## config.mk

```make
export PLATFORM = sky130hd
export DESIGN_NAME = jetiu_regs
export DESIGN_NICKNAME = d
export VERILOG_FILES = /design/src/rtl/core/jetiu_pkg.sv /design/src/rtl/core/jetiu_regs.sv
export SDC_FILE = /design/constraint.sdc
export NUM_CORES = 1
export LEC_CHECK = 0
export ABC_AREA = 0
export ABC_CLOCK_PERIOD_IN_PS = 1400
export BUFFER_PORTS_ARGS = -buffer_cell sky130_fd_sc_hd__buf_2
export CAP_MARGIN = 5
export CORE_MARGIN = 4
export CORE_UTILIZATION = 45
export DETAILED_ROUTE_END_ITERATION = 7
export PLACE_DENSITY = 0.86
export SLEW_MARGIN = 20
export SYNTH_ARGS = -nofsm -noshare
export SYNTH_HDL_FRONTEND = slang
export SYNTH_SLANG_ARGS = --single-unit
```

## constraint.sdc

```tcl
create_clock -name clk_i -period 1.4 [get_ports clk_i]
set_input_delay 0.21 -clock clk_i [delete_from_list [all_inputs] [get_ports clk_i]]
set_output_delay 0.21 -clock clk_i [all_outputs]
set_load 0.02 [all_outputs]
```

## src/rtl/core/jetiu_pkg.sv

```systemverilog
// Shared types, constants and helpers for the Julia escape-time iterator.
`timescale 1ns / 1ps
package jetiu_pkg;

  localparam int FRAC_BITS_DEF   = 26;
  localparam int COUNT_WIDTH_DEF = 16;

  localparam int DATA_W = 32;
  localparam int ADDR_W = 4;

  localparam logic [1:0] REG_C_REAL = 2'd0;
  localparam logic [1:0] REG_C_IMAG = 2'd1;
  localparam logic [1:0] REG_LIMIT  = 2'd2;

  localparam logic signed [31:0] C_REAL_RST = -32'sd50025644;
  localparam logic signed [31:0] C_IMAG_RST = 32'sd7583690;
  localparam int                 LIMIT_RST  = 2000;

  typedef enum logic [1:0] {
    ST_IDLE,
    ST_MUL,
    ST_EVAL
  } state_e;

  typedef struct packed {
    logic load;
    logic mul;
    logic upd;
    logic fin;
  } dp_cmd_t;

  typedef struct packed {
    logic first;
    logic stop;
  } dp_sts_t;

  function automatic logic signed [31:0] sat32(input logic signed [63:0] v);
    logic signed [63:0] hi;
    logic signed [63:0] lo;
    hi = 64'sh0000_0000_7FFF_FFFF;
    lo = -64'sh0000_0000_8000_0000;
    if (v > hi) begin
      sat32 = 32'sh7FFF_FFFF;
    end else if (v < lo) begin
      sat32 = 32'sh8000_0000;
    end else begin
      sat32 = v[31:0];
    end
  endfunction

endpackage

```

## src/rtl/core/jetiu_regs.sv

```systemverilog
// APB configuration registers: Julia constant and iteration limit.
`timescale 1ns / 1ps
module jetiu_regs #(
  parameter int COUNT_WIDTH = jetiu_pkg::COUNT_WIDTH_DEF
) (
  input  logic                          clk_i,
  input  logic                          rst_ni,
  input  logic                          psel,
  input  logic                          penable,
  input  logic                          pwrite,
  input  logic [jetiu_pkg::ADDR_W-1:0]  paddr,
  input  logic [jetiu_pkg::DATA_W-1:0]  pwdata,
  output logic [jetiu_pkg::DATA_W-1:0]  prdata,
  output logic                          pready,
  output logic signed [31:0]            c_real_o,
  output logic signed [31:0]            c_imag_o,
  output logic [COUNT_WIDTH-1:0]        limit_o
);

  logic signed [31:0]     c_real_q, c_real_d;
  logic signed [31:0]     c_imag_q, c_imag_d;
  logic [COUNT_WIDTH-1:0] limit_q, limit_d;
  logic [1:0]             idx;
  logic                   wr;

  assign idx    = paddr[3:2];
  assign wr     = psel & penable & pwrite;
  assign pready = 1'b1;

  always_comb begin
    c_real_d = c_real_q;
    c_imag_d = c_imag_q;
    limit_d  = limit_q;
    if (wr) begin
      case (idx)
        jetiu_pkg::REG_C_REAL: c_real_d = pwdata;
        jetiu_pkg::REG_C_IMAG: c_imag_d = pwdata;
        jetiu_pkg::REG_LIMIT:  limit_d  = COUNT_WIDTH'(pwdata[15:0]);
        default: ;
      endcase
    end
  end

  always_comb begin
    case (idx)
      jetiu_pkg::REG_C_REAL: prdata = c_real_q;
      jetiu_pkg::REG_C_IMAG: prdata = c_imag_q;
      jetiu_pkg::REG_LIMIT:  prdata = jetiu_pkg::DATA_W'(limit_q);
      default:               prdata = '0;
    endcase
  end

  always_ff @(posedge clk_i or negedge rst_ni) begin
    if (!rst_ni) begin
      c_real_q <= jetiu_pkg::C_REAL_RST;
      c_imag_q <= jetiu_pkg::C_IMAG_RST;
      limit_q  <= COUNT_WIDTH'(jetiu_pkg::LIMIT_RST);
    end else begin
      c_real_q <= c_real_d;
      c_imag_q <= c_imag_d;
      limit_q  <= limit_d;
    end
  end

  assign c_real_o = c_real_q;
  assign c_imag_o = c_imag_q;
  assign limit_o  = limit_q;

endmodule

```

Yosys cells after proc, flatten, opt, wreduce, memory -nomap -nowiden
Index checks and enable logic that the tools add are counted.
{"block": "op_classes", "n_eq_ne": 2, "n_mux": 1, "bitwise": 2, "n_reduce_logical": 4}
{"cell": "case mux 32 bit (3 select lines)", "n": 1}
{"cell": "AND reduction 2 bit", "n": 3}
{"cell": "bitwise AND 1 bit", "n": 2}
{"cell": "equality test 2 x 1 -> 1 bit, second input constant", "n": 1}
{"cell": "equality test 2 bit, second input constant", "n": 1}
{"cell": "logical NOT 2 bit", "n": 1}
{"block": "totals", "register_bits": 80, "in_bits": 41, "output_inout_bits": 113, "word_cells": 12}

Logic depth before layout (Yosys ltp)
{"block": "logic_depth", "depth_word": 3, "mapped_depth": 6, "ltp_nobuf": 3}

Worst setup path before layout
No wires, ideal clock.
{"block": "synth_path", "path_type": "input -> output", "startpoint": "input port paddr[3] (netlist bit)", "endpoint": "output port prdata[0] (netlist bit)", "arrival_time_ps": 1274, "required_ps": 1190, "path_slack_ps": -84, "stages": 6, "path_buffers": 3, "cell_sequence": "buf_2 -> nor2b_1 -> clkbuf_1 -> clkbuf_1 -> nand2_1 -> o21ai_0"}
{"block": "synth_via", "elab_chain_len": 2, "elab_cells_between_ends": 4, "cone_classes": "eq/ne: 2; mux: 1; reduce/logical: 1"}
{"element": "start, declared", "line_no": "jetiu_regs.sv:11", "rtl": "input logic [jetiu_pkg::ADDR_W-1:0] paddr,"}
{"element": "equality test 2 bit, or another cell as far along", "line_no": "jetiu_regs.sv:45", "rtl": "case (idx)"}
{"element": "case mux 32 bit (3 select lines) (*)", "line_no": "jetiu_regs.sv:45"}
{"element": "end, declared", "line_no": "jetiu_regs.sv:13", "rtl": "output logic [jetiu_pkg::DATA_W-1:0] prdata,"}
Every way passes the cells marked *; elsewhere a longest branch is shown, timed or not.

Worst setup path after layout
{"block": "layout_path", "startpoint": "register c_imag_q[13], in the netlist c_imag_o[13]", "endpoint": "output port prdata[13] (netlist bit)"}
{"block": "layout_via", "elab_chain_len": 1}
{"element": "start, declared", "line_no": "jetiu_regs.sv:21", "rtl": "logic signed [31:0] c_imag_q, c_imag_d;"}
{"element": "start signal, assigned", "line_no": "jetiu_regs.sv:56", "rtl": "c_imag_q <= jetiu_pkg::C_IMAG_RST;"}
{"element": "start signal, assigned", "line_no": "jetiu_regs.sv:60", "rtl": "c_imag_q <= c_imag_d;"}
{"element": "case mux 32 bit (3 select lines)", "line_no": "jetiu_regs.sv:45"}
Every way passes these cells.

==> results.sh <==
export IMPL_powerDensity_nw_per_um2=1613
export IMPL_hold_class="input port to register"
export IMPL_tns_ns=-0.5456
export IMPL_die_w_um=99.21
export IMPL_wl_per_cell_um=17.21
export IMPL_tritoncts="done"
export IMPL_final_common_cell="buf_2"
export IMPL_antenna_cells=0
export IMPL_hold_viol=0
export IMPL_p_leak_nw=2.682
export IMPL_critPathKind="register to output port"
export IMPL_grt_max_degree=81
export IMPL_clk_pin_slew_worst_paths_ns=0.08
export IMPL_ios=154
export IMPL_place_area_um2=4693
export IMPL_cp_data_arrival_time_ns=1.26
export IMPL_drt_initial_drc_count=61
export IMPL_slew_viol_final=0
export IMPL_status="complete, but fails checks"
export IMPL_cts_root_buf="clkbuf_8"
export IMPL_grt_pass1_wl_um=15350
export IMPL_path_buf_inv=1
export IMPL_totalWireLength_um=9605
export IMPL_synth_area_um2=3744
export IMPL_final_cell_mix="120 x buf_2, 60 x buf_4, 48 x mux2_2, 43 x dfrtp_1, 37 x dfstp_2"
export IMPL_nets=489
export IMPL_violations="setup timing"
export IMPL_synth_warnings=0
export IMPL_cp_end_kind="output port"
export IMPL_htreeDepth=3
export IMPL_p_total_mw=8.396
export IMPL_cpPeakStageDelay_ns=0.54
export IMPL_num_rows=33
export IMPL_setup_viol=15
export IMPL_coreArea_um2=8134
export IMPL_max_cap_viol_count=0
export IMPL_grt_pass1_vias=3000
export IMPL_syn_inst=265
export IMPL_fin_cells=558
export IMPL_design_die_area_um2=9843
export IMPL_route_detailed_drc=0
export IMPL_insertion_delay_ns=0.34
export IMPL_critical_path_top_delay_family="flip-flops"
export IMPL_critPathMaxFanout=2
export IMPL_rsz0062_at_grt="true"
export IMPL_finish_utilization=0.6401
export IMPL_ys_ff_latch=80
export IMPL_timing_fmax_mhz=680.0
export IMPL_grt_usage=0.1963
export IMPL_initial_core_util=0.4602
export IMPL_fin_ws_ns=-0.07063
export IMPL_die_h_um=99.21
export IMPL_numCtsBuffers=9
export IMPL_cp_slowest_cell="dfstp_2"
export IMPL_avgSynthCellArea_um2=14.13
export IMPL_cp_required_ns=1.19
export IMPL_startpoint_type="register"
export IMPL_seq_area_frac_synth=0.5471
export IMPL_final_area_um2=5206
export IMPL_skew_ns=0
export IMPL_crit_chain="mux2i_1, o21ai_1, buf_4"
export IMPL_route_vias_total=2807
export IMPL_gp_congestion=0.7797
export IMPL_min_period_over_period=1.050
export IMPL_cts_sinks=80
export IMPL_ys_types=19
export IMPL_antenna_found_initial=0
export IMPL_clockBufferDepth=2
export IMPL_syn2layout_area_growth_pct=39.07
export IMPL_period_needed_ns=1.471
export IMPL_overflow=0
export IMPL_mappedNetlistNets=306
export IMPL_dp_hpwl_um=6580
export IMPL_io_buffers=150
export IMPL_dp_cells=516
export IMPL_ir_drop_uv=785.9
export IMPL_antenna_left=0
export IMPL_dr_pass1_iters=4
export IMPL_final_layout_size_suffix_gt1_frac=0.7130
export IMPL_n_fill_cell=654
export IMPL_via_per_inst=5.030
==> sequential cells by signal (all words and copies together) (netlist names) <==
signal	flops
limit_o	16
c_real_o	32
c_imag_o	32
==> per-stage QoR <==
stage	hold slack [ns]	setup slack [ns]
2_1_floorplan	-0.08559	-0.01962
3_3_place_gp	0.2603	-0.1100
3_5_place_dp	0.2653	-0.1415
4_1_cts	0.08756	-0.09822
5_1_grt	0.08890	-0.1324
6_report	0.1121	-0.07063
==> cell families (layout without fill, tap and decap cells) <==
logic type,Yosys count,count (layout),share of synthesized area
compound gates,16,16,0.02139
buf+inv,19,207,0.03075
flops,80,80,0.5471
mux,112,112,0.3563
other cells,1,1,0.001002
simple gates,37,37,0.04345
==> metal layers <==
| layer | wire length (um) | up-vias | global-route usage |
|---|---|---|---|
| met5 | 0 | - | 0 |
| met4 | 204 | 0 | 0.07668 |
| met3 | 507 | 19 | 0.03576 |
| met2 | 4944 | 98 | 0.3456 |
| met1 | 3949 | 1394 | 0.2382 |
| li1 | - | 1296 | - |
==> worst reg2reg max path: stages, from the launching register on <==
cell,delay (ns)
dfrtp_1,0.40
buf_4,0.14
mux2_2,0.26
==> cells in the mapped netlist (all sizes together) <==
| master | n | area (um^2) |
|---|---|---|
| nand2 | 16 | 60.06 |
| dfstp | 37 | 972.2 |
| buf | 14 | 96.34 |
| o21ai | 16 | 80.08 |
| nor2b | 1 | 6.260 |
| nor2 | 16 | 60.06 |
| nor3 | 1 | 10.01 |
| nor3b | 1 | 12.51 |
| clkbuf | 5 | 18.77 |
| mux2i | 32 | 320.3 |
| mux2 | 80 | 1013 |
| conb | 1 | 3.750 |
| dfrtp | 43 | 1076 |
| or3b | 1 | 8.760 |
| nand3 | 1 | 5.000 |
==> where the power goes <==
group	total, mW	internal [mW]	switching [mW]
clock	1.80	1.00	0.797
combinational	3.16	1.47	1.69
sequential	3.43	3.03	0.398
==> final timing paths <==
kind / from / cells after the start / to / slack (ns)
hold / removal: pwdata[26] / 2 / c_imag_o[26] / 0.11
max in group asynchronous: rst_ni / 3 / c_real_o[18] / 0.57
setup reg to reg: c_imag_o[0] / 2 / c_imag_o[0] / 0.48
min in group asynchronous: rst_ni / 3 / c_imag_o[29] / 0.44
hold reg to reg: c_real_o[21] / 1 / c_real_o[21] / 0.53
setup / recovery: c_imag_o[13] / 3 / prdata[13] / -0.07
==> layout make-up <==
class,instances,area (um^2),share of cell area
sequential,80,2048,0.3934
tap,105,131.4,0.02523
clock inverter,4,70.07,0.01346
multi-input combinational,166,1605,0.3083
timing repair buffer,191,1216,0.2336
clock buffer,12,135.1,0.02596
==> repair_timing <==
item | 4_1_cts | 5_1_grt
pin swaps | 3 | 3
setup endpoints to repair | 31 | 34
hold buffers | 1 | 0
hold endpoints to repair | 43 | 0
buffers inserted | 20 | 4
cloned | 0 | 1
resized for setup | 29 | 16
Note: power is estimated with default switching activity, not from simulation.
