[config.mk]
export PLATFORM = sky130hd
export DESIGN_NAME = jetiu_ctrl
export DESIGN_NICKNAME = d
export VERILOG_FILES = /design/src/rtl/core/jetiu_pkg.sv /design/src/rtl/core/jetiu_ctrl.sv
export SDC_FILE = /design/constraint.sdc
export NUM_CORES = 1
export LEC_CHECK = 0
export BUFFER_PORTS_ARGS = -buffer_cell sky130_fd_sc_hd__buf_4
export CAP_MARGIN = 30
export CORE_AREA = 8 8 45 47
export DETAILED_ROUTE_END_ITERATION = 16
export DIE_AREA = 0 0 53 55
export GPL_ROUTABILITY_DRIVEN = 0
export MAX_ROUTING_LAYER = met4
export PLACE_DENSITY_LB_ADDON = 0.2
export SYNTH_ARGS = -nofsm -noshare
export SYNTH_HDL_FRONTEND = slang
export SYNTH_SLANG_ARGS = --single-unit
[constraint.sdc]
create_clock -name clk_i -period 1.15 [get_ports clk_i]
set_clock_uncertainty 0.15 [all_clocks]
set_input_delay 0 -clock clk_i [delete_from_list [all_inputs] [get_ports clk_i]]
set_output_delay 0 -clock clk_i [all_outputs]
set_load 0.03 [all_outputs]
[src/rtl/core/jetiu_pkg.sv]
// Shared types, constants and helpers for the Julia escape-time iterator.
`timescale 1ns / 1ps
package jetiu_pkg;

  localparam int FRAC_BITS_DEF   = 26;
  localparam int COUNT_WIDTH_DEF = 16;

  localparam int DATA_W = 32;
  localparam int ADDR_W = 4;

  localparam logic [1:0] REG_C_REAL = 2'd0;
  localparam logic [1:0] REG_C_IMAG = 2'd1;
  localparam logic [1:0] REG_LIMIT  = 2'd2;

  localparam logic signed [31:0] C_REAL_RST = -32'sd50025644;
  localparam logic signed [31:0] C_IMAG_RST = 32'sd7583690;
  localparam int                 LIMIT_RST  = 2000;

  typedef enum logic [1:0] {
    ST_IDLE,
    ST_MUL,
    ST_EVAL
  } state_e;

  typedef struct packed {
    logic load;
    logic mul;
    logic upd;
    logic fin;
  } dp_cmd_t;

  typedef struct packed {
    logic first;
    logic stop;
  } dp_sts_t;

  function automatic logic signed [31:0] sat32(input logic signed [63:0] v);
    logic signed [63:0] hi;
    logic signed [63:0] lo;
    hi = 64'sh0000_0000_7FFF_FFFF;
    lo = -64'sh0000_0000_8000_0000;
    if (v > hi) begin
      sat32 = 32'sh7FFF_FFFF;
    end else if (v < lo) begin
      sat32 = 32'sh8000_0000;
    end else begin
      sat32 = v[31:0];
    end
  endfunction

endpackage

[src/rtl/core/jetiu_ctrl.sv]
// Controller FSM: alternates multiply and evaluate steps per iteration.
`timescale 1ns / 1ps
module jetiu_ctrl (
  input  logic               clk_i,
  input  logic               rst_ni,
  input  logic               start_i,
  input  jetiu_pkg::dp_sts_t sts_i,
  output jetiu_pkg::dp_cmd_t cmd_o,
  output logic               busy_o
);

  jetiu_pkg::state_e state_q, state_d;

  always_comb begin
    state_d = state_q;
    case (state_q)
      jetiu_pkg::ST_IDLE: begin
        if (start_i) begin
          state_d = jetiu_pkg::ST_MUL;
        end
      end
      jetiu_pkg::ST_MUL: state_d = jetiu_pkg::ST_EVAL;
      jetiu_pkg::ST_EVAL: begin
        if (!sts_i.first && sts_i.stop) begin
          state_d = jetiu_pkg::ST_IDLE;
        end else begin
          state_d = jetiu_pkg::ST_MUL;
        end
      end
      default: state_d = jetiu_pkg::ST_IDLE;
    endcase
  end

  always_comb begin
    cmd_o  = '0;
    busy_o = 1'b1;
    case (state_q)
      jetiu_pkg::ST_IDLE: begin
        busy_o     = 1'b0;
        cmd_o.load = start_i;
      end
      jetiu_pkg::ST_MUL: cmd_o.mul = 1'b1;
      jetiu_pkg::ST_EVAL: begin
        // square of the new z doubles as the escape test and next update
        if (!sts_i.first && sts_i.stop) begin
          cmd_o.fin = 1'b1;
        end else begin
          cmd_o.upd = 1'b1;
        end
      end
      default: busy_o = 1'b0;
    endcase
  end

  always_ff @(posedge clk_i or negedge rst_ni) begin
    if (!rst_ni) begin
      state_q <= jetiu_pkg::ST_IDLE;
    end else begin
      state_q <= state_d;
    end
  end

endmodule

# Yosys cells after proc, flatten, opt, wreduce, memory -nomap -nowiden
# Index checks and enable logic that the tools add are counted.
# W data, S select, Z words.
[word_totals]
reg_bits = 2
input_bits = 5
output_inout_bits = 5
wordCells = 17
[classes]
eq_ne = 3
muxes = 9
reduce_logical = 4
[ops]
columns = ["op", "count"]
rows = [
  ["$mux W1", 6],
  ["$pmux W2 S3", 1],
  ["$mux W2", 2],
  ["$eq A2 B1 Y1 const B", 1],
  ["$eq A2 B2 Y1 const B", 1],
  ["$logic_not A2 Y1", 1],
  ["$ne A2 B2 Y1 const B", 1],
  ["$reduce_or A2 Y1", 1],
  ["$logic_and A1 B1 Y1", 1],
  ["$logic_not A1 Y1", 1],
]

# Depth between registers and ports, before layout
# Gate-level depths: netlist of the first run.
[logic_depth]
word_depth = 4
mapped_depth = 5
mapped_depth_nobuf = 5

# Worst setup path before layout of the first run
# No wires, ideal clock.
[synth_path]
kind = "reg-to-reg"
startpoint = "reg state_q[0]"
endpoint = "reg state_q[0]"
arrival_time_ns = 1.050
path_slack_ns = -0.178
path_stages_with_launch = 6
path_buffers = 0
period_less_slack_ns = 1.328
cell_sequence = "dfrtp_1 -> inv_1 -> ha_1 -> and2_4 -> a31oi_2 -> o22ai_2"
[synth_between]
elab_chain_cells = 2
elab_cells_between_ends = 5
classes_between = "3 x eq/ne; 1 x mux; 1 x reduce/logical"
[synth_rtl]
columns = ["item", "line", "rtl"]
rows = [
  ["start: declaration", "jetiu_ctrl.sv:12", "jetiu_pkg::state_e state_q, state_d;"],
  ["start signal: assignment", "jetiu_ctrl.sv:57", "state_q <= jetiu_pkg::ST_IDLE;"],
  ["start signal: assignment", "jetiu_ctrl.sv:59", "state_q <= state_d;"],
  ["$eq A2 B2 Y1 (tied with other cells)", "jetiu_ctrl.sv:16", "case (state_q)"],
  ["$pmux W2 S3 / $ne A2 B2 Y1 (equally long branches)", "n/a", ""],
]
# Parallel ways exist; a longest one is shown, timed or not.
# A chain may end at the register's enable or synchronous reset.

==> results.txt, run 1 <==
----------------------------------------------------
[Synth]
  Avg Inst Size Synth ... 9.76 um^2
  Sequential-to-total area share from yosys stat ... 0.256
  Number of register bits inferred by synthesis ... 2
  Top cell type's share of synthesized area ... 0.256
  Yosys top cell by area ... sky130_fd_sc_hd__dfrtp_1
  Post-synthesis net count ... 29
  Number of flops mapped to enable cells by yosys ... 0
  Synth unique cells ... 13
  Top_reg_cell synth ... sky130_fd_sc_hd__dfrtp_1
  Proportion of synthesized flip-flops having asynchronous set or reset ... 1.00
  Syn. warnings ... 0
  Cell count after synthesis ... 20
  Combined area of all synthesized cells ... 195 um^2
  Largest cells by area after synthesis ... sky130_fd_sc_hd__dfrtp_1 26%, sky130_fd_sc_hd__ha_1 26%, sky130_fd_sc_hd__inv_1 7.7%
  Top post-synthesis cells by count ... 4 x sky130_fd_sc_hd__ha_1, 4 x sky130_fd_sc_hd__inv_1, 2 x sky130_fd_sc_hd__dfrtp_1

[Min path]
  Path category of the worst min-delay check ... input pin to register
  WHS Endpoint ... state_q[0]$_DFFE_PN0P_
  Hold-critical path depth ... 4
  Startpoint of the tightest hold check path ... sts_i[0]

[Setup path]
  Data arrival at the endpoint of the critical path ... 1.15 ns
  Startpoint type of the worst setup path ... register
  Required time of the worst setup path ... 1.00 ns
  Critical path fanouts, max ... 3
  Type of the worst setup path ... register to output port
  Worst path top cell family by delay ... flip-flops
  Worst reg2reg path depth ... 6
  Count of buffer and inverter cells on the critical path ... 2
  R2R Setup Slk ... -0.15 ns
  Origin of the critical flop-to-flop path ... state_q[1]$_DFFE_PN0P_
  Slowest stage delay, CP ... 0.43 ns
  CP Capture Type ... output port
  Reg2reg end ... state_q[0]$_DFFE_PN0P_
  Ordered list of cells on the worst path ... inv_2, ha_4, and2_4, buf_6
  Master of the slowest instance on the critical path ... sky130_fd_sc_hd__dfrtp_2

[STA]
  Slew at the pin closest to its max-slew limit ... 0.126 ns
  Worst max-slew margin expressed relative to the limit ... 0.915
  Share of the clock period used by the worst path after layout ... 1.13
  Number of setup violations in the final report ... 7
  Count of final hold-check violations ... 0
  RSZ-0062 raised after global routing ... true
  Highest clock rate ... 767 MHz
  Max-slew violation total from the final report ... 0
  Least setup slack across all paths after layout ... -0.154 ns
  Final worst path period need ... 1.30 ns

[Route]
  Number of vias in the routed layout ... 199
  Number of vias per cell ... 3.62
  Final antenna-violating net count ... 0
  Routed WL ... 575 um
  Iteration count of the initial detailed-routing pass ... 1
  Wirelength per Cell ... 10.5 um
  Number of DRC violations after detailed routing ... 0
  Detailed Route Iter0 Violations ... 0

[Placement]
  Placement-stage worst setup slack ... -0.0971 ns
  Post-placement cell count ... 47
  Placed wire-length estimate ... 418 um
  Count of buffers inserted at the top-level ports ... 9

[Clock tree]
  H-tree levels ... 1
  Inserted Clock Buffers ... 3
  Buffer type at the clock tree root ... sky130_fd_sc_hd__clkbuf_4
  Clock-pin slew reported for the worst setup and hold paths after clock tree synthesis ... 0.03 ns
  Sink count of the clock tree ... 2
  Bufs on Longest Clock Path ... 2
  Clock insertion delay at the later pin of the skew report ... 0.23 ns
  Clock tree from TritonCTS ... built

[Die]
  Floorplan Core Area ... 0.00138 mm^2
  Initial standard-cell utilization of the core ... 0.141
  Count of pins on the block boundary ... 10
  Die area ... 0.00292 mm^2
  Floorplan die width ... 53 um
  Die boundary height ... 55 um
  Row count ... 14

[Cells and area]
  Area added between synthesis and finish ... 128%
  Number of nets in the final layout ... 50
  Count of placed standard cells in the final layout, fillers left out ... 55
  Share of post-route cells with drive strength above 1 ... 0.821
  Registers with the highest flip-flop counts ... state_q: 2 flops
  Number of flip-flops under the largest register name ... 2
  Antenna Diode Count ... 0
  Most frequent cells in the layout ... 9 x sky130_fd_sc_hd__buf_4, 5 x sky130_fd_sc_hd__buf_6, 4 x sky130_fd_sc_hd__inv_2
  Most frequent standard cell in the layout excluding fill and tap cells ... sky130_fd_sc_hd__buf_4
  Top reg by flops ... state_q

[Global route]
  Maximum number of pins on one net before global-route repair ... 4
  Remaining Overflow, GRT ... 0
  Number of antenna violations at the first check in global routing ... 0
  Vias in the first global route ... 239
  GRT Total Usage ... 0.0546
  Global-route wire length before repair ... 986 um

[Power]
  Static power due to leakage ... 0.205 nW
  Sum of internal, switching and leakage power ... 1.16 mW
  Cell Pwr Density ... 2600 mW/mm^2
  Peak VDD IR ... 0.577 mV
  Relative contribution of the clock network to total power ... 0.141
  Power share of the combinational group ... 0.741
  Internal cell power ... 649 uW
  Switching fraction of total power ... 0.438
  Register share of total power ... 0.118
  NetSw ... 506 uW

[Status]
  Run status ... finished with violations
  Violated checks ... negative setup slack

[Flow run]
  Number of max-cap violations ... 0

----------------------------------------------------
-- cell families (layout without fill, tap and decap cells) --
| group | after synthesis | count (layout) | synth area share |
|---|---|---|---|
| DFF | 2 | 2 | 0.256 |
| and+or+nand+nor | 6 | 6 | 0.218 |
| adders and majority gates | 4 | 4 | 0.256 |
| buffers and inverters | 5 | 24 | 0.115 |
| AOI/OAI and AO/OA | 3 | 3 | 0.154 |
-- layer usage --
metal | routed length, um | global-route usage | share of wire
met1 | 208 | 0.0395 | 0.36
met2 | 303 | 0.0781 | 0.53
met3 | 44 | 0.0267 | 0.077
met4 | 19 | 0.0905 | 0.033
met5 | 0 | - | 0
-- area by class of cell --
type / count / area [um^2]
Clock buffer: 3 / 22.5
Fill cell: 149 / 940
Sequential cell: 2 / 51.3
Inverter: 4 / 15.0
Timing Repair Buffer: 17 / 154
Multi-Input combinational cell: 13 / 181
Tap cell: 16 / 20.0
-- power groups by stage --
stage          sequential, mW  combinational [mW]  clock (mW)
6_report                0.136               0.856       0.163
5_1_grt                 0.141               0.926       0.181
4_1_cts                 0.133               0.862       0.176
3_5_place_dp            0.127               0.664           0
3_3_place_gp            0.124               0.657           0
2_1_floorplan           0.127               0.485           0
-- timing repair --
action,4_1_cts,5_1_grt
hold endpoints to repair,4,0
gates resized for setup,12,2
setup buffers,2,0
setup endpoints to repair,7,7
hold buffers,3,0
pin swaps,5,1
-- per-stage QoR --
step,setup TNS [ns],cell area (um^2),hold WS (ns),util
floorplan,-0.151,219,-0.446,-
global placement,-0.115,322,-0.366,0.232
detailed placement,-0.138,322,-0.367,0.232
CTS,-1.02,443,0.0466,0.320
global route,-1.15,444,0.0586,0.321
finish,-0.816,444,0.0321,0.321
-- worst max path at each step --
stage	start	cells past startpoint	to	slack (ns)
2_1_floorplan	state_q[0]$_DFFE_PN0P_	5	state_q[0]$_DFFE_PN0P_	-0.10
3_3_place_gp	state_q[1]$_DFFE_PN0P_	5	state_q[0]$_DFFE_PN0P_	-0.08
3_5_place_dp	state_q[1]$_DFFE_PN0P_	5	state_q[0]$_DFFE_PN0P_	-0.1
4_1_cts	state_q[1]$_DFFE_PN0P_	4	cmd_o[3]	-0.18
5_1_grt	state_q[0]$_DFFE_PN0P_	4	cmd_o[3]	-0.19
6_report	state_q[1]$_DFFE_PN0P_	4	cmd_o[3]	-0.15
-- worst min-delay path: stages --
cell                       delay [ns]
sky130_fd_sc_hd__buf_4           0.12
sky130_fd_sc_hd__nand2b_4        0.08
sky130_fd_sc_hd__a31oi_4         0.08
sky130_fd_sc_hd__o22ai_2         0.08
No activity file was read; power rests on OpenSTA's default activity.
==> run 2: changes to the inputs <==
==> constraint.sdc (replaced) <==
create_clock -name clk_i -period 1.15 [get_ports clk_i]
set_clock_uncertainty 0.15 [all_clocks]
set_input_delay 0.23 -clock clk_i [delete_from_list [all_inputs] [get_ports clk_i]]
set_output_delay 0.23 -clock clk_i [all_outputs]
set_load 0.03 [all_outputs]
==> run 2 against run 1 <==
Compared with the run above: the flow still finishes with violations (negative setup slack); critical path type unchanged; clock power down 3%; clock-buffer cell count stayed put; combinational power grew 16%; final area rose by 9.9%; hold slack better by 0.13 ns.
==> results.txt, run 2 (same netlist as run 1, synthesis figures left out) <==
----------------------------------------------------
[Route]
  Iteration count of the initial detailed-routing pass ... 1 (unchanged)
  Wirelength per Cell ... 11.1 um (+6.2%)
  Routed WL ... 655 um (+14%)
  Number of vias in the routed layout ... 224 (+13%)
  Final antenna-violating net count ... 0 (unchanged)
  Number of vias per cell ... 3.80 (+4.9%)
  Number of DRC violations after detailed routing ... 0 (unchanged)
  Detailed Route Iter0 Violations ... 0 (unchanged)

[Setup path]
  Critical path fanouts, max ... 2 (-1)
  Startpoint type of the worst setup path ... register
  CP Capture Type ... output port
  Worst path top cell family by delay ... flip-flops
  Data arrival at the endpoint of the critical path ... 1.15 ns (about the same)
  Count of buffer and inverter cells on the critical path ... 3 (+1)
  Type of the worst setup path ... register to output port
  Slowest stage delay, CP ... 0.38 ns (-0.05 ns)
  Ordered list of cells on the worst path ... buf_4, buf_6, ha_4, buf_6
  Required time of the worst setup path ... 0.77 ns (-0.23 ns)
  Master of the slowest instance on the critical path ... sky130_fd_sc_hd__dfrtp_1
  Critical Path Stages ... 4 (unchanged)
  Cell occurring most often along the worst timing path ... sky130_fd_sc_hd__buf_6
  Origin of the critical flop-to-flop path ... state_q[1]$_DFFE_PN0P_
  Worst reg2reg path depth ... 5 (-1)
  Source of the critical timing path ... state_q[0]$_DFFE_PN0P_

[STA]
  Share of the clock period used by the worst path after layout ... 1.33 (+0.193)
  Least setup slack across all paths after layout ... -0.377 ns (-0.222 ns)
  Slew at the pin closest to its max-slew limit ... 0.130 ns (+0.00359 ns)
  Setup Total Neg Slack ... -2.01 ns (-1.20 ns)
  Final worst path period need ... 1.53 ns (+0.222 ns)
  RSZ-0062 raised after global routing ... true
  Post-route worst hold slack ... 0.159 ns (+0.127 ns)
  Highest clock rate ... 655 MHz (-15%)
  Count of final hold-check violations ... 0 (unchanged)
  Number of setup violations in the final report ... 7 (unchanged)
  Max-slew violation total from the final report ... 0 (unchanged)
  Worst max-slew margin expressed relative to the limit ... 0.913 (-0.00182)

[Global route]
  GRT Total Usage ... 0.0580 (+0.00338)
  Maximum number of pins on one net before global-route repair ... 4 (unchanged)
  Remaining Overflow, GRT ... 0 (unchanged)
  Global-route wire length before repair ... 1100 um (+12%)
  Number of antenna violations at the first check in global routing ... 0 (unchanged)
  Vias in the first global route ... 269 (+13%)

[Placement]
  Count of buffers inserted at the top-level ports ... 9 (unchanged)
  Placed instance area ... 340 um^2 (+5.8%)
  Placement-stage worst setup slack ... -0.214 ns (-0.117 ns)
  Post-placement cell count ... 47 (unchanged)
  Placed wire-length estimate ... 420 um (+0.43%)

[Min path]
  Path category of the worst min-delay check ... input pin to register
  Hold-critical path depth ... 3 (-1)
  Startpoint of the tightest hold check path ... start_i

[Cells and area]
  Number of flip-flops under the largest register name ... 2 (unchanged)
  Final design utilization ... 0.353 (+0.0316)
  FF/Latch Area ... 51.3 um^2 (unchanged)
  Count of placed standard cells in the final layout, fillers left out ... 59 (+7.3%)
  Antenna Diode Count ... 0 (unchanged)
  Total area of multi-input combinational cells ... 186 um^2 (+2.8%)
  Most frequent standard cell in the layout excluding fill and tap cells ... sky130_fd_sc_hd__buf_4
  Top reg by flops ... state_q
  Finished layout cell area ... 488 um^2 (+9.9%)
  Share of post-route cells with drive strength above 1 ... 0.884 (+0.0632)
  Most frequent cells in the layout ... 12 x sky130_fd_sc_hd__buf_4, 8 x sky130_fd_sc_hd__buf_6, 3 x sky130_fd_sc_hd__inv_2, 3 x sky130_fd_sc_hd__ha_4, 3 x sky130_fd_sc_hd__clkbuf_4
  Registers with the highest flip-flop counts ... state_q: 2 flops
  Number of nets in the final layout ... 54 (+8.0%)
  Area added between synthesis and finish ... 150%
  Filler cell count ... 148 (-0.67%)

[Flow run]
  Number of max-cap violations ... 0 (unchanged)

[Clock tree]
  Inserted Clock Buffers ... 3 (unchanged)
  Bufs on Longest Clock Path ... 2 (unchanged)
  Sink count of the clock tree ... 2 (unchanged)
  Clock insertion delay at the later pin of the skew report ... 0.23 ns (about the same)
  Clock tree from TritonCTS ... built
  Buffer type at the clock tree root ... sky130_fd_sc_hd__clkbuf_4
  H-tree levels ... 1 (unchanged)
  Clock-pin slew reported for the worst setup and hold paths after clock tree synthesis ... 0.03 ns (about the same)

[Power]
  Static power due to leakage ... 0.229 nW (+12%)
  Sum of internal, switching and leakage power ... 1.30 mW (+12%)
  Cell Pwr Density ... 2660 mW/mm^2 (+2.2%)
  Peak VDD IR ... 1.08 mV (+87%)

[Die]
  Row count ... 14 (unchanged)
  Floorplan die width ... 53 um (unchanged)
  Floorplan Core Area ... 0.00138 mm^2 (unchanged)
  Die area ... 0.00292 mm^2 (unchanged)
  Count of pins on the block boundary ... 10 (unchanged)
  Die boundary height ... 55 um (unchanged)
  Initial standard-cell utilization of the core ... 0.141 (unchanged)

[Status]
  Run status ... finished with violations
  Violated checks ... negative setup slack

----------------------------------------------------
==> run 2: what timing repair did <==
item	CTS	global route
setup buffers	5	3
hold endpoints to repair	2	0
cloned	0	0
gates resized for setup	15	1
hold buffers	1	0
pin swaps	6	2
endpoints found under the setup margin	7	7
==> run 2: area by class of cell <==
class,instances,area share
Multi-Input combinational cell,13,0.382
Clock buffer,3,0.0462
Timing Repair Buffer,21,0.390
Inverter,4,0.0359
Sequential cell,2,0.105
Tap cell,16,0.0410
==> run 2: worst min-delay path: cells and delay by family <==
| family | cells | cell delay (ns) |
|---|---|---|
| AOI/OAI and AO/OA | 1 | 0.05 |
| buffers and inverters | 1 | 0.08 |
| and+or+nand+nor | 1 | 0.13 |
==> run 2: final timing paths <==
kind	endpoint	slack [ns]
worst min-delay path	state_q[1]$_DFFE_PN0P_	0.16
worst min register to register	state_q[0]$_DFFE_PN0P_	0.56
min in group asynchronous	state_q[1]$_DFFE_PN0P_	0.18
max in group asynchronous	state_q[1]$_DFFE_PN0P_	0.58
worst max register to register	state_q[0]$_DFFE_PN0P_	-0.19
worst max-delay path	cmd_o[2]	-0.38
==> run 2: routing by layer <==
metal	part of all wire	global-route usage	up-vias
li1	-	-	111
met1	0.29	0.0455	110
met2	0.65	0.0938	3
met3	0.058	0.0348	0
met4	0	0.0517	0
met5	0	-	-
==> run 2: report_power, final <==
| group | leakage [nW] | switching, mW | total (mW) | internal (mW) |
|---|---|---|---|---|
| Combinational | 0.191 | 0.463 | 0.996 | 0.533 |
| Clock | 0.0138 | 0.0430 | 0.158 | 0.115 |
| Sequential | 0.0241 | 0.0376 | 0.142 | 0.104 |
| Total | 0.229 | 0.544 | 1.30 | 0.753 |
